### src/design/plrp_pkg.sv
// ----------------------------------------------------------------------------
// Peer list record parser package
// Shared widths, codes and the result and queue entry types.
// ----------------------------------------------------------------------------
package plrp_pkg;

	// Longest name that is forwarded; longer declared lengths are clamped.
	localparam logic [7:0] NAME_MAX = 8'd32;

	// Number of MAC bytes at the start of each record header.
	localparam logic [2:0] HDR_MAC_BYTES = 3'd6;
	// Header byte index of the RSSI byte.
	localparam logic [2:0] HDR_RSSI_IDX  = 3'd6;

	// Result kinds.
	localparam logic [1:0] KIND_HEADER = 2'd0;
	localparam logic [1:0] KIND_NAME   = 2'd1;
	localparam logic [1:0] KIND_DONE   = 2'd2;

	// Configuration register indexes.
	localparam int unsigned CFG_IDX_W = 1;
	localparam logic [CFG_IDX_W-1:0] CFG_PEER_LIMIT   = 1'd0;
	localparam logic [CFG_IDX_W-1:0] CFG_PEER_CHANNEL = 1'd1;

	// Queue between the parser front and the result back end.
	localparam int unsigned QUEUE_DEPTH = 4;
	localparam int unsigned QUEUE_AW    = $clog2(QUEUE_DEPTH);

	typedef struct packed {
		logic [1:0]        kind;
		logic [7:0]        peer_index;
		logic [47:0]       mac_address;
		logic signed [7:0] rssi;
		logic [3:0]        channel_out;
		logic [5:0]        name_length;
		logic [7:0]        name_byte;
		logic [4:0]        name_position;
		logic              name_end;
		logic [7:0]        peer_count;
	} result_t;

	// One queue entry per accepted byte that causes any result: an optional
	// header or name-byte result, then an optional done result.
	typedef struct packed {
		logic       has_main;
		logic       has_done;
		result_t    main;
		logic [7:0] done_count;
	} entry_t;

	// Queue status seen by the front and the back end.
	typedef struct packed {
		logic full;
		logic empty;
	} queue_status_t;

endpackage

### src/design/plrp_byte_if.sv
// ----------------------------------------------------------------------------
// Payload byte channel
// Valid/ready channel carrying one payload byte and its last-byte flag.
// ----------------------------------------------------------------------------
interface plrp_byte_if;
	logic       valid;
	logic       ready;
	logic [7:0] data_byte;
	logic       last_byte;

	modport source (output valid, output data_byte, output last_byte, input ready);
	modport sink   (input valid, input data_byte, input last_byte, output ready);
endinterface

### src/design/plrp_result_if.sv
// ----------------------------------------------------------------------------
// Parser result channel
// Valid/ready channel carrying one header, name-byte or done result.
// ----------------------------------------------------------------------------
interface plrp_result_if;
	logic              valid;
	logic              ready;
	logic [1:0]        kind;
	logic [7:0]        peer_index;
	logic [47:0]       mac_address;
	logic signed [7:0] rssi;
	logic [3:0]        channel_out;
	logic [5:0]        name_length;
	logic [7:0]        name_byte;
	logic [4:0]        name_position;
	logic              name_end;
	logic [7:0]        peer_count;

	modport source (
		output valid, output kind, output peer_index, output mac_address, output rssi,
		output channel_out, output name_length, output name_byte, output name_position,
		output name_end, output peer_count, input ready
	);
	modport sink (
		input valid, input kind, input peer_index, input mac_address, input rssi,
		input channel_out, input name_length, input name_byte, input name_position,
		input name_end, input peer_count, output ready
	);
endinterface

### src/design/plrp_cfg_if.sv
// ----------------------------------------------------------------------------
// Configuration write channel
// Valid/ready channel carrying a register index and write data.
// ----------------------------------------------------------------------------
interface plrp_cfg_if;
	logic                          valid;
	logic                          ready;
	logic [plrp_pkg::CFG_IDX_W-1:0] index;
	logic [7:0]                    data;

	modport source (output valid, output index, output data, input ready);
	modport sink   (input valid, input index, input data, output ready);
endinterface

### src/design/peer_list_record_parser.sv
// ----------------------------------------------------------------------------
// Peer list record parser
// Parses a peer list response payload byte by byte into peer header,
// name byte and done results.
// ----------------------------------------------------------------------------
//
//   Port      Dir   Transaction carries
//   payload   sink  data_byte, last_byte: one payload byte
//   result    src   kind, peer_index, mac_address, rssi, channel_out,
//                   name_length, name_byte, name_position, name_end, peer_count
//   cfg       sink  index, data: write to the peer limit (0) or peer_channel (1)
//
// The front parser takes one payload byte per cycle, and ready drops only
// when the four-entry queue is full. Each byte that causes results becomes
// one queue entry; the back end sends one result per cycle from its output
// register while result ready holds, and a last byte that also gives a header
// or name-byte result yields that result and then done. Reset is asynchronous
// and active low; it rearms the parser for a count byte, empties the queue
// and restores the peer limit to 16 and peer_channel to 1. A stalled
// result side fills the queue and holds off payload; no transaction is lost.
module peer_list_record_parser (
	input  logic           clk,
	input  logic           arst_n,
	plrp_byte_if.sink      payload,
	plrp_result_if.source  result,
	plrp_cfg_if.sink       cfg
);

	plrp_pkg::queue_status_t q_status;
	plrp_pkg::entry_t        push_entry;
	plrp_pkg::entry_t        head;
	logic                    push;
	logic                    pop;

	// The front classifies bytes and keeps all record state.
	plrp_front u_front (
		.clk        (clk),
		.arst_n     (arst_n),
		.payload    (payload),
		.cfg        (cfg),
		.q_status   (q_status),
		.push       (push),
		.push_entry (push_entry)
	);

	// The queue lets the two sides stall independently.
	plrp_queue u_queue (
		.clk        (clk),
		.arst_n     (arst_n),
		.push       (push),
		.push_entry (push_entry),
		.pop        (pop),
		.head       (head),
		.status     (q_status)
	);

	// The back end turns each entry into its result transactions.
	plrp_back u_back (
		.clk      (clk),
		.arst_n   (arst_n),
		.head     (head),
		.q_status (q_status),
		.pop      (pop),
		.result   (result)
	);

endmodule

### src/design/plrp_front.sv
// ----------------------------------------------------------------------------
// Parser front
// Accepts payload bytes, tracks record state and classifies each byte into
// a queue entry holding the results it causes.
// ----------------------------------------------------------------------------
module plrp_front (
	input  logic                    clk,
	input  logic                    arst_n,
	plrp_byte_if.sink               payload,
	plrp_cfg_if.sink                cfg,
	input  plrp_pkg::queue_status_t q_status,
	output logic                    push,
	output plrp_pkg::entry_t        push_entry
);

	localparam logic [1:0] PH_COUNT  = 2'd0;
	localparam logic [1:0] PH_HEADER = 2'd1;
	localparam logic [1:0] PH_NAME   = 2'd2;
	localparam logic [1:0] PH_SKIP   = 2'd3;

	logic [1:0]  phase_q, phase_d;
	logic [7:0]  records_left_q, records_left_d;
	logic [2:0]  hdr_idx_q, hdr_idx_d;
	logic [47:0] mac_q, mac_d;
	logic [7:0]  rssi_q, rssi_d;
	logic [5:0]  name_left_q, name_left_d;
	logic [4:0]  name_index_q, name_index_d;
	logic [7:0]  peers_q, peers_d;
	logic [7:0]  peer_limit_q;
	logic [3:0]  channel_q;

	logic        accept;
	logic [7:0]  cnt;
	logic [7:0]  nl;
	logic [7:0]  rec_dec;
	logic [5:0]  name_dec;
	plrp_pkg::entry_t ent;

	assign payload.ready = !q_status.full;
	assign accept        = payload.valid && payload.ready;
	assign cfg.ready     = 1'b1;

	assign rec_dec  = records_left_q - 8'd1;
	assign name_dec = name_left_q - 6'd1;
	assign cnt      = (payload.data_byte > peer_limit_q) ? peer_limit_q : payload.data_byte;
	assign nl       = (payload.data_byte > plrp_pkg::NAME_MAX) ? plrp_pkg::NAME_MAX
	                                                           : payload.data_byte;

	always_comb begin
		phase_d        = phase_q;
		records_left_d = records_left_q;
		hdr_idx_d      = hdr_idx_q;
		mac_d          = mac_q;
		rssi_d         = rssi_q;
		name_left_d    = name_left_q;
		name_index_d   = name_index_q;
		peers_d        = peers_q;
		ent            = '0;

		unique case (phase_q)
			PH_COUNT: begin
				records_left_d = cnt;
				hdr_idx_d      = 3'd0;
				mac_d          = '0;
				peers_d        = 8'd0;
				phase_d        = (cnt == 8'd0) ? PH_SKIP : PH_HEADER;
			end
			PH_HEADER: begin
				if (hdr_idx_q < plrp_pkg::HDR_MAC_BYTES) begin
					mac_d     = {mac_q[39:0], payload.data_byte};
					hdr_idx_d = hdr_idx_q + 3'd1;
				end else if (hdr_idx_q == plrp_pkg::HDR_RSSI_IDX) begin
					rssi_d    = payload.data_byte;
					hdr_idx_d = hdr_idx_q + 3'd1;
				end else begin
					ent.has_main         = 1'b1;
					ent.main.kind        = plrp_pkg::KIND_HEADER;
					ent.main.peer_index  = peers_q;
					ent.main.mac_address = mac_q;
					ent.main.rssi        = signed'(rssi_q);
					ent.main.channel_out = channel_q;
					ent.main.name_length = nl[5:0];
					peers_d              = peers_q + 8'd1;
					name_left_d          = nl[5:0];
					name_index_d         = 5'd0;
					mac_d                = '0;
					if (nl == 8'd0) begin
						records_left_d = rec_dec;
						hdr_idx_d      = 3'd0;
						phase_d        = (rec_dec == 8'd0) ? PH_SKIP : PH_HEADER;
					end else begin
						phase_d = PH_NAME;
					end
				end
			end
			PH_NAME: begin
				ent.has_main           = 1'b1;
				ent.main.kind          = plrp_pkg::KIND_NAME;
				ent.main.peer_index    = peers_q - 8'd1;
				ent.main.name_byte     = payload.data_byte;
				ent.main.name_position = name_index_q;
				ent.main.name_end      = (name_dec == 6'd0) || payload.last_byte;
				name_left_d            = name_dec;
				name_index_d           = name_index_q + 5'd1;
				if (name_dec == 6'd0) begin
					records_left_d = rec_dec;
					hdr_idx_d      = 3'd0;
					phase_d        = (rec_dec == 8'd0) ? PH_SKIP : PH_HEADER;
				end
			end
			PH_SKIP: begin
			end
		endcase

		if (payload.last_byte) begin
			ent.has_done   = 1'b1;
			ent.done_count = peers_d;
			phase_d        = PH_COUNT;
			records_left_d = '0;
			hdr_idx_d      = '0;
			mac_d          = '0;
			rssi_d         = '0;
			name_left_d    = '0;
			name_index_d   = '0;
			peers_d        = '0;
		end
	end

	assign push       = accept && (ent.has_main || ent.has_done);
	assign push_entry = ent;

	always_ff @(posedge clk or negedge arst_n) begin
		if (!arst_n) begin
			phase_q        <= PH_COUNT;
			records_left_q <= '0;
			hdr_idx_q      <= '0;
			mac_q          <= '0;
			rssi_q         <= '0;
			name_left_q    <= '0;
			name_index_q   <= '0;
			peers_q        <= '0;
		end else if (accept) begin
			phase_q        <= phase_d;
			records_left_q <= records_left_d;
			hdr_idx_q      <= hdr_idx_d;
			mac_q          <= mac_d;
			rssi_q         <= rssi_d;
			name_left_q    <= name_left_d;
			name_index_q   <= name_index_d;
			peers_q        <= peers_d;
		end
	end

	always_ff @(posedge clk or negedge arst_n) begin
		if (!arst_n) begin
			peer_limit_q <= 8'd16;
			channel_q    <= 4'd1;
		end else if (cfg.valid && cfg.ready) begin
			unique case (cfg.index)
				plrp_pkg::CFG_PEER_LIMIT:   peer_limit_q <= cfg.data;
				plrp_pkg::CFG_PEER_CHANNEL: channel_q    <= cfg.data[3:0];
			endcase
		end
	end

endmodule

### src/design/plrp_queue.sv
// ----------------------------------------------------------------------------
// Entry queue
// Small first-in first-out store between the parser front and back end.
// ----------------------------------------------------------------------------
module plrp_queue (
	input  logic                    clk,
	input  logic                    arst_n,
	input  logic                    push,
	input  plrp_pkg::entry_t        push_entry,
	input  logic                    pop,
	output plrp_pkg::entry_t        head,
	output plrp_pkg::queue_status_t status
);

	plrp_pkg::entry_t              mem_q [plrp_pkg::QUEUE_DEPTH];
	logic [plrp_pkg::QUEUE_AW-1:0] wr_ptr_q;
	logic [plrp_pkg::QUEUE_AW-1:0] rd_ptr_q;
	logic [plrp_pkg::QUEUE_AW:0]   count_q;

	assign status.full  = (count_q == (plrp_pkg::QUEUE_AW + 1)'(plrp_pkg::QUEUE_DEPTH));
	assign status.empty = (count_q == '0);
	assign head         = mem_q[rd_ptr_q];

	always_ff @(posedge clk) begin
		if (push) begin
			mem_q[wr_ptr_q] <= push_entry;
		end
	end

	always_ff @(posedge clk or negedge arst_n) begin
		if (!arst_n) begin
			wr_ptr_q <= '0;
			rd_ptr_q <= '0;
			count_q  <= '0;
		end else begin
			if (push) begin
				wr_ptr_q <= wr_ptr_q + (plrp_pkg::QUEUE_AW)'(1);
			end
			if (pop) begin
				rd_ptr_q <= rd_ptr_q + (plrp_pkg::QUEUE_AW)'(1);
			end
			if (push && !pop) begin
				count_q <= count_q + (plrp_pkg::QUEUE_AW + 1)'(1);
			end else if (pop && !push) begin
				count_q <= count_q - (plrp_pkg::QUEUE_AW + 1)'(1);
			end
		end
	end

	assert property (@(posedge clk) disable iff (!arst_n)
		count_q <= (plrp_pkg::QUEUE_AW + 1)'(plrp_pkg::QUEUE_DEPTH))
		else $error("queue count beyond depth");
	assert property (@(posedge clk) disable iff (!arst_n) pop |-> !status.empty)
		else $error("queue popped while empty");
	assert property (@(posedge clk) disable iff (!arst_n) push |-> !status.full)
		else $error("queue pushed while full");

endmodule

### src/design/plrp_back.sv
// ----------------------------------------------------------------------------
// Result back end
// Expands queue entries into one or two result transactions through an
// output register.
// ----------------------------------------------------------------------------
module plrp_back (
	input  logic                    clk,
	input  logic                    arst_n,
	input  plrp_pkg::entry_t        head,
	input  plrp_pkg::queue_status_t q_status,
	output logic                    pop,
	plrp_result_if.source           result
);

	logic              out_valid_q;
	plrp_pkg::result_t out_q;
	logic              done_pending_q;
	logic [7:0]        done_count_q;

	logic              can_load;
	plrp_pkg::result_t done_res;

	assign can_load = !out_valid_q || result.ready;
	assign pop      = can_load && !done_pending_q && !q_status.empty;

	always_comb begin
		done_res            = '0;
		done_res.kind       = plrp_pkg::KIND_DONE;
		done_res.peer_count = done_pending_q ? done_count_q : head.done_count;
	end

	always_ff @(posedge clk or negedge arst_n) begin
		if (!arst_n) begin
			out_valid_q    <= 1'b0;
			done_pending_q <= 1'b0;
		end else if (can_load) begin
			if (done_pending_q) begin
				out_valid_q    <= 1'b1;
				done_pending_q <= 1'b0;
			end else if (!q_status.empty) begin
				out_valid_q    <= 1'b1;
				done_pending_q <= head.has_main && head.has_done;
			end else begin
				out_valid_q <= 1'b0;
			end
		end
	end

	always_ff @(posedge clk) begin
		if (can_load) begin
			if (done_pending_q) begin
				out_q <= done_res;
			end else if (!q_status.empty) begin
				out_q        <= head.has_main ? head.main : done_res;
				done_count_q <= head.done_count;
			end
		end
	end

	assign result.valid         = out_valid_q;
	assign result.kind          = out_q.kind;
	assign result.peer_index    = out_q.peer_index;
	assign result.mac_address   = out_q.mac_address;
	assign result.rssi          = out_q.rssi;
	assign result.channel_out   = out_q.channel_out;
	assign result.name_length   = out_q.name_length;
	assign result.name_byte     = out_q.name_byte;
	assign result.name_position = out_q.name_position;
	assign result.name_end      = out_q.name_end;
	assign result.peer_count    = out_q.peer_count;

endmodule
### src/flat_wrapper.sv
// flat-port wrapper written by rule: the top's interface ports become plain ports
module peer_list_record_parser_flat 
  (clk, arst_n, payload_valid, payload_data_byte, payload_last_byte, payload_ready, result_valid, result_kind, result_peer_index, result_mac_address, result_rssi, result_channel_out, result_name_length, result_name_byte, result_name_position, result_name_end, result_peer_count, result_ready, cfg_valid, cfg_index, cfg_data, cfg_ready);
  plrp_byte_if payload_i ();
  plrp_result_if result_i ();
  plrp_cfg_if cfg_i ();
  input  logic clk;
  input  logic arst_n;
  input wire logic [$bits(payload_i.valid)-1:0] payload_valid;
  input wire logic [$bits(payload_i.data_byte)-1:0] payload_data_byte;
  input wire logic [$bits(payload_i.last_byte)-1:0] payload_last_byte;
  output wire logic [$bits(payload_i.ready)-1:0] payload_ready;
  output wire logic [$bits(result_i.valid)-1:0] result_valid;
  output wire logic [$bits(result_i.kind)-1:0] result_kind;
  output wire logic [$bits(result_i.peer_index)-1:0] result_peer_index;
  output wire logic [$bits(result_i.mac_address)-1:0] result_mac_address;
  output wire logic [$bits(result_i.rssi)-1:0] result_rssi;
  output wire logic [$bits(result_i.channel_out)-1:0] result_channel_out;
  output wire logic [$bits(result_i.name_length)-1:0] result_name_length;
  output wire logic [$bits(result_i.name_byte)-1:0] result_name_byte;
  output wire logic [$bits(result_i.name_position)-1:0] result_name_position;
  output wire logic [$bits(result_i.name_end)-1:0] result_name_end;
  output wire logic [$bits(result_i.peer_count)-1:0] result_peer_count;
  input wire logic [$bits(result_i.ready)-1:0] result_ready;
  input wire logic [$bits(cfg_i.valid)-1:0] cfg_valid;
  input wire logic [$bits(cfg_i.index)-1:0] cfg_index;
  input wire logic [$bits(cfg_i.data)-1:0] cfg_data;
  output wire logic [$bits(cfg_i.ready)-1:0] cfg_ready;
  assign payload_i.valid = payload_valid;
  assign payload_i.data_byte = payload_data_byte;
  assign payload_i.last_byte = payload_last_byte;
  assign payload_ready = payload_i.ready;
  assign result_valid = result_i.valid;
  assign result_kind = result_i.kind;
  assign result_peer_index = result_i.peer_index;
  assign result_mac_address = result_i.mac_address;
  assign result_rssi = result_i.rssi;
  assign result_channel_out = result_i.channel_out;
  assign result_name_length = result_i.name_length;
  assign result_name_byte = result_i.name_byte;
  assign result_name_position = result_i.name_position;
  assign result_name_end = result_i.name_end;
  assign result_peer_count = result_i.peer_count;
  assign result_i.ready = result_ready;
  assign cfg_i.valid = cfg_valid;
  assign cfg_i.index = cfg_index;
  assign cfg_i.data = cfg_data;
  assign cfg_ready = cfg_i.ready;
  peer_list_record_parser u_core (.clk(clk), .arst_n(arst_n), .payload(payload_i), .result(result_i), .cfg(cfg_i));
endmodule
### config.mk
export PLATFORM = sky130hd
export DESIGN_NAME = peer_list_record_parser_flat
export DESIGN_NICKNAME = d
export VERILOG_FILES = /design/src/design/plrp_pkg.sv /design/src/design/plrp_byte_if.sv /design/src/design/plrp_result_if.sv /design/src/design/plrp_cfg_if.sv /design/src/design/peer_list_record_parser.sv /design/src/design/plrp_front.sv /design/src/design/plrp_queue.sv /design/src/design/plrp_back.sv /design/src/flat_wrapper.sv
export SDC_FILE = /design/constraint.sdc
export NUM_CORES = 1
export LEC_CHECK = 0
export ABC_AREA = 0
export BUFFER_PORTS_ARGS = -buffer_cell sky130_fd_sc_hd__buf_4
export CORE_MARGIN = 4
export CORE_UTILIZATION = 54
export CTS_CLUSTER_SIZE = 40
export DETAILED_ROUTE_END_ITERATION = 10
export GPL_TIMING_DRIVEN = 0
export PLACE_DENSITY = 0.71
export SETUP_SLACK_MARGIN = 0.4
export SKIP_LAST_GASP = 1
export SLEW_MARGIN = 20
export SYNTH_ARGS = -nofsm -noshare
export SYNTH_HDL_FRONTEND = slang
export SYNTH_SLANG_ARGS = --single-unit
### constraint.sdc
create_clock -name clk -period 15.4 [get_ports clk]
set_input_delay 3.08 -clock clk [delete_from_list [all_inputs] [get_ports clk]]
set_output_delay 3.08 -clock clk [all_outputs]
set_load 0.005 [all_outputs]
==> impl_metrics.csv <==
group,metric,value,unit
synth,yosys_warnings,0,
final_layout,nFillCells,3293,
job,cap_violations,0,
final_layout,register_area,0.0178,mm^2
power_and_ir_drop,irDropWorstVdd,0.000110,V
sta,clock.fmax,0.194,GHz
critical_path,critPathLaunchType,"primary input",
power_and_ir_drop,leakagePower,0.0107,uW
synth,synth_flop_cell,"edfxtp_1",
drt,drcViolationCount,0,
drt,wl_per_cell,21.1,um
synth,yosysSeqAreaShare,0.721,
grt,grt_pass1_vias,14000,
drt,drtIter0Drc,1045,
sta,tightest_slew,1010,ps
clock_tree,hold_buffers,0,
die,start_util,0.545,
grt,grt-ovfl-total,0,
final_layout,most-common-layout-cells,"502 x edfxtp_1, 171 x nand2_1, 123 x buf_4",
die,dieArea,0.0492,mm^2
die,die_w,222,um
synth,synth_area,0.0247,mm^2
die,ios,124,
sta,rsz0062_at_grt,"false",
grt,grt_pass1_wl,79200,um
placement,numPortBuffers,122,
synth,synth-edff-count,502,
final_layout,antenna_cells,0,
synth,yosys.cell_types.count,70,
synth,synth_largest_area_cell,"edfxtp_1",
drt,routed_via_density,5.63,
synth,synth_top_area_share,0.611,
clock_tree,cts_made_buffers,60,
critical_path,path_max_fanout,41,
drt,wirelength,50200,um
final_layout,final_common_cell,"edfxtp_1",
synth,synth-seq-cells,611,
clock_tree,post_cts_buffers,0,
placement,dp_hpwl,33100,um
clock_tree,insertion_delay,620,ps
sta,max_slew_margin,0.324,
final_layout,layout.nets,1781,
sta,hold_viol_final,0,
sta,skew,16.0,ps
synth,synthArstFlopShare,0.178,
critical_path,required,15700,ps
synth,synth.top_cells.by_area,"edfxtp_1 61%, dfrtp_1 11%, mux4_2 8.9%",
drt,antenna_left,0,
drt,first_pass_iters,5,
placement,gp_congestion,0.862,
status,status,"finished, final reports clean",
clock_tree,clock_sinks,611,
power_and_ir_drop,powerDensity,179,mW/mm^2
grt,antenna_found_initial,0,
final_layout,multi_input_area,0.00644,mm^2
clock_tree,root_buffer,"clkbuf_16",
final_layout,drive_gt1_frac,0.213,
clock_tree,clock_path_buffers,3,
synth,syn_nets,1584,
grt,grt_util_all_layers,0.206,
power_and_ir_drop,finalPower,5140,uW
grt,grt_max_degree,61,
die,rows,78,
synth,syn_inst,1533,
clock_tree,cts_tree,"yes",
die,die_h,222,um
worst_hold_path,min_path_type,"flip-flop to flip-flop",
sta,finalSetupViolCount,0,
sta,fin_setup_tns,0,ps
critical_path,crit_path_end_kind,"flip-flop",
critical_path,critPathKind,"primary input to flip-flop",
clock_tree,cts_resized,0,
synth,syn_avg_cell_area,16.1,um^2
sta,slew_viol_final,0,
die,core-area,0.0453,mm^2
final_layout,area_growth,16.3,%
drt,via_count,13400,
sta,period_minus_slack,5150,ps
critical_path,crit_arrival,5460,ps
clock_tree,path_clk_slew,60,ps
clock_tree,h-tree-depth,2,
sta,post-route-period-util,0.335,
==> cells in the mapped netlist (6+ instances only) <==
cell type / instances
mux2_2: 7
nor2_1: 44
xor2_1: 8
o21a_1: 6
nor3_1: 17
xnor2_1: 7
inv_1: 30
a22o_1: 10
clkbuf_1: 48
ha_1: 27
nand2_1: 171
o21ai_1: 31
o31ai_1: 13
nand2b_1: 8
dfrtp_1: 107
edfxtp_1: 502
and3_1: 7
buf_2: 24
o21ai_0: 22
a21oi_1: 19
nand3_1: 63
nor2b_1: 95
and2_1: 77
mux4_2: 98
a22oi_1: 11
nand4_1: 8
==> cell families (layout without fill, tap and decap cells) <==
| group | count (synthesis) | after routing | share of synthesized area |
|---|---|---|---|
| other cells | 1 | 1 | 0.000152 |
| fa+ha+maj | 28 | 28 | 0.0145 |
| xor+xnor | 15 | 15 | 0.00532 |
| flops | 611 | 611 | 0.721 |
| simple gates | 514 | 514 | 0.106 |
| buf+inv | 110 | 359 | 0.0187 |
| compound gates | 146 | 146 | 0.0399 |
| mux | 108 | 108 | 0.0938 |
==> worst max-delay path: stages <==
cell and delay (ps):
buf_4 110, buf_2 210, clkbuf_1 470, o21a_1 390
and2_4 540, buf_16 330, buf_12 250
==> area by class of cell <==
type | count | share of cell area
inverter | 30 | 0.00392
buffer | 80 | 0.0122
multi-input combinational | 812 | 0.224
clock buffer | 77 | 0.0564
tap | 600 | 0.0262
clock inverter | 37 | 0.0147
sequential | 611 | 0.620
timing repair buffer | 135 | 0.0420
==> stage by stage <==
| stage | area [um^2] | instances | util | setup WS, ps | hold WS (ps) |
|---|---|---|---|---|---|
| after floorplan | 24700 | 1533 | - | 7610 | 430 |
| after global placement | 26400 | 2255 | 0.582 | 5510 | 445 |
| after detailed placement | 26700 | 2268 | 0.589 | 9570 | 455 |
| after CTS | 28700 | 2382 | 0.634 | 10240 | 469 |
| after global routing | 28700 | 2382 | 0.634 | 10110 | 489 |
| final | 28700 | 2382 | 0.634 | 10250 | 467 |
==> final timing paths <==
check                                                       from                                      end  slack [ps]  cells past startpoint
setup / recovery                               payload_last_byte    u_core.u_queue.mem_q[0][41]$_DFFE_PP_       10250                      7
hold / removal              u_core.u_front.mac_q[44]$_DFFE_PN0P_     u_core.u_front.mac_q[44]$_DFFE_PN0P_         470                      2
setup reg to reg           u_core.u_front.phase_q[1]$_DFFE_PN0P_    u_core.u_queue.mem_q[0][41]$_DFFE_PP_       11690                     10
hold reg to reg             u_core.u_front.mac_q[44]$_DFFE_PN0P_     u_core.u_front.mac_q[44]$_DFFE_PN0P_         470                      2
max in group asynchronous                                 arst_n  u_core.u_front.channel_q[0]$_DFFE_PN1P_       12260                      2
min in group asynchronous                                 arst_n   u_core.u_back.result.valid$_DFFE_PN0N_        2390                      1
==> metal layers <==
| metal | track usage | vias to the layer above | part of all wire |
|---|---|---|---|
| li1 | - | 6174 | - |
| met1 | 0.290 | 6819 | 0.43 |
| met2 | 0.341 | 328 | 0.50 |
| met3 | 0.0327 | 79 | 0.047 |
| met4 | 0.0594 | 0 | 0.023 |
| met5 | 0 | - | 0 |
==> flip-flops by register name (all words and copies together), names as in the netlist, 6 cells and up <==
signal / cells
u_core.u_queue.mem_q: 396
u_core.u_back.result.mac_address: 48
u_core.u_front.mac_q: 48
u_core.u_back.done_count_q: 8
u_core.u_back.result.name_byte: 8
u_core.u_back.result.peer_count: 8
u_core.u_back.result.peer_index: 8
u_core.u_back.result.rssi: 8
u_core.u_front.peer_limit_q: 8
u_core.u_front.peers_q: 8
u_core.u_front.records_left_q: 8
u_core.u_front.rssi_q: 8
u_core.u_back.result.name_length: 6
u_core.u_front.name_left_q: 6
==> report_power, final <==
part	leakage, uW	switching (uW)	internal [uW]
clock	0.000997	607	892
sequential	0.00632	95.2	2150
combinational	0.00338	767	631
total	0.0107	1470	3670
No activity file was read; power rests on OpenSTA's default activity.
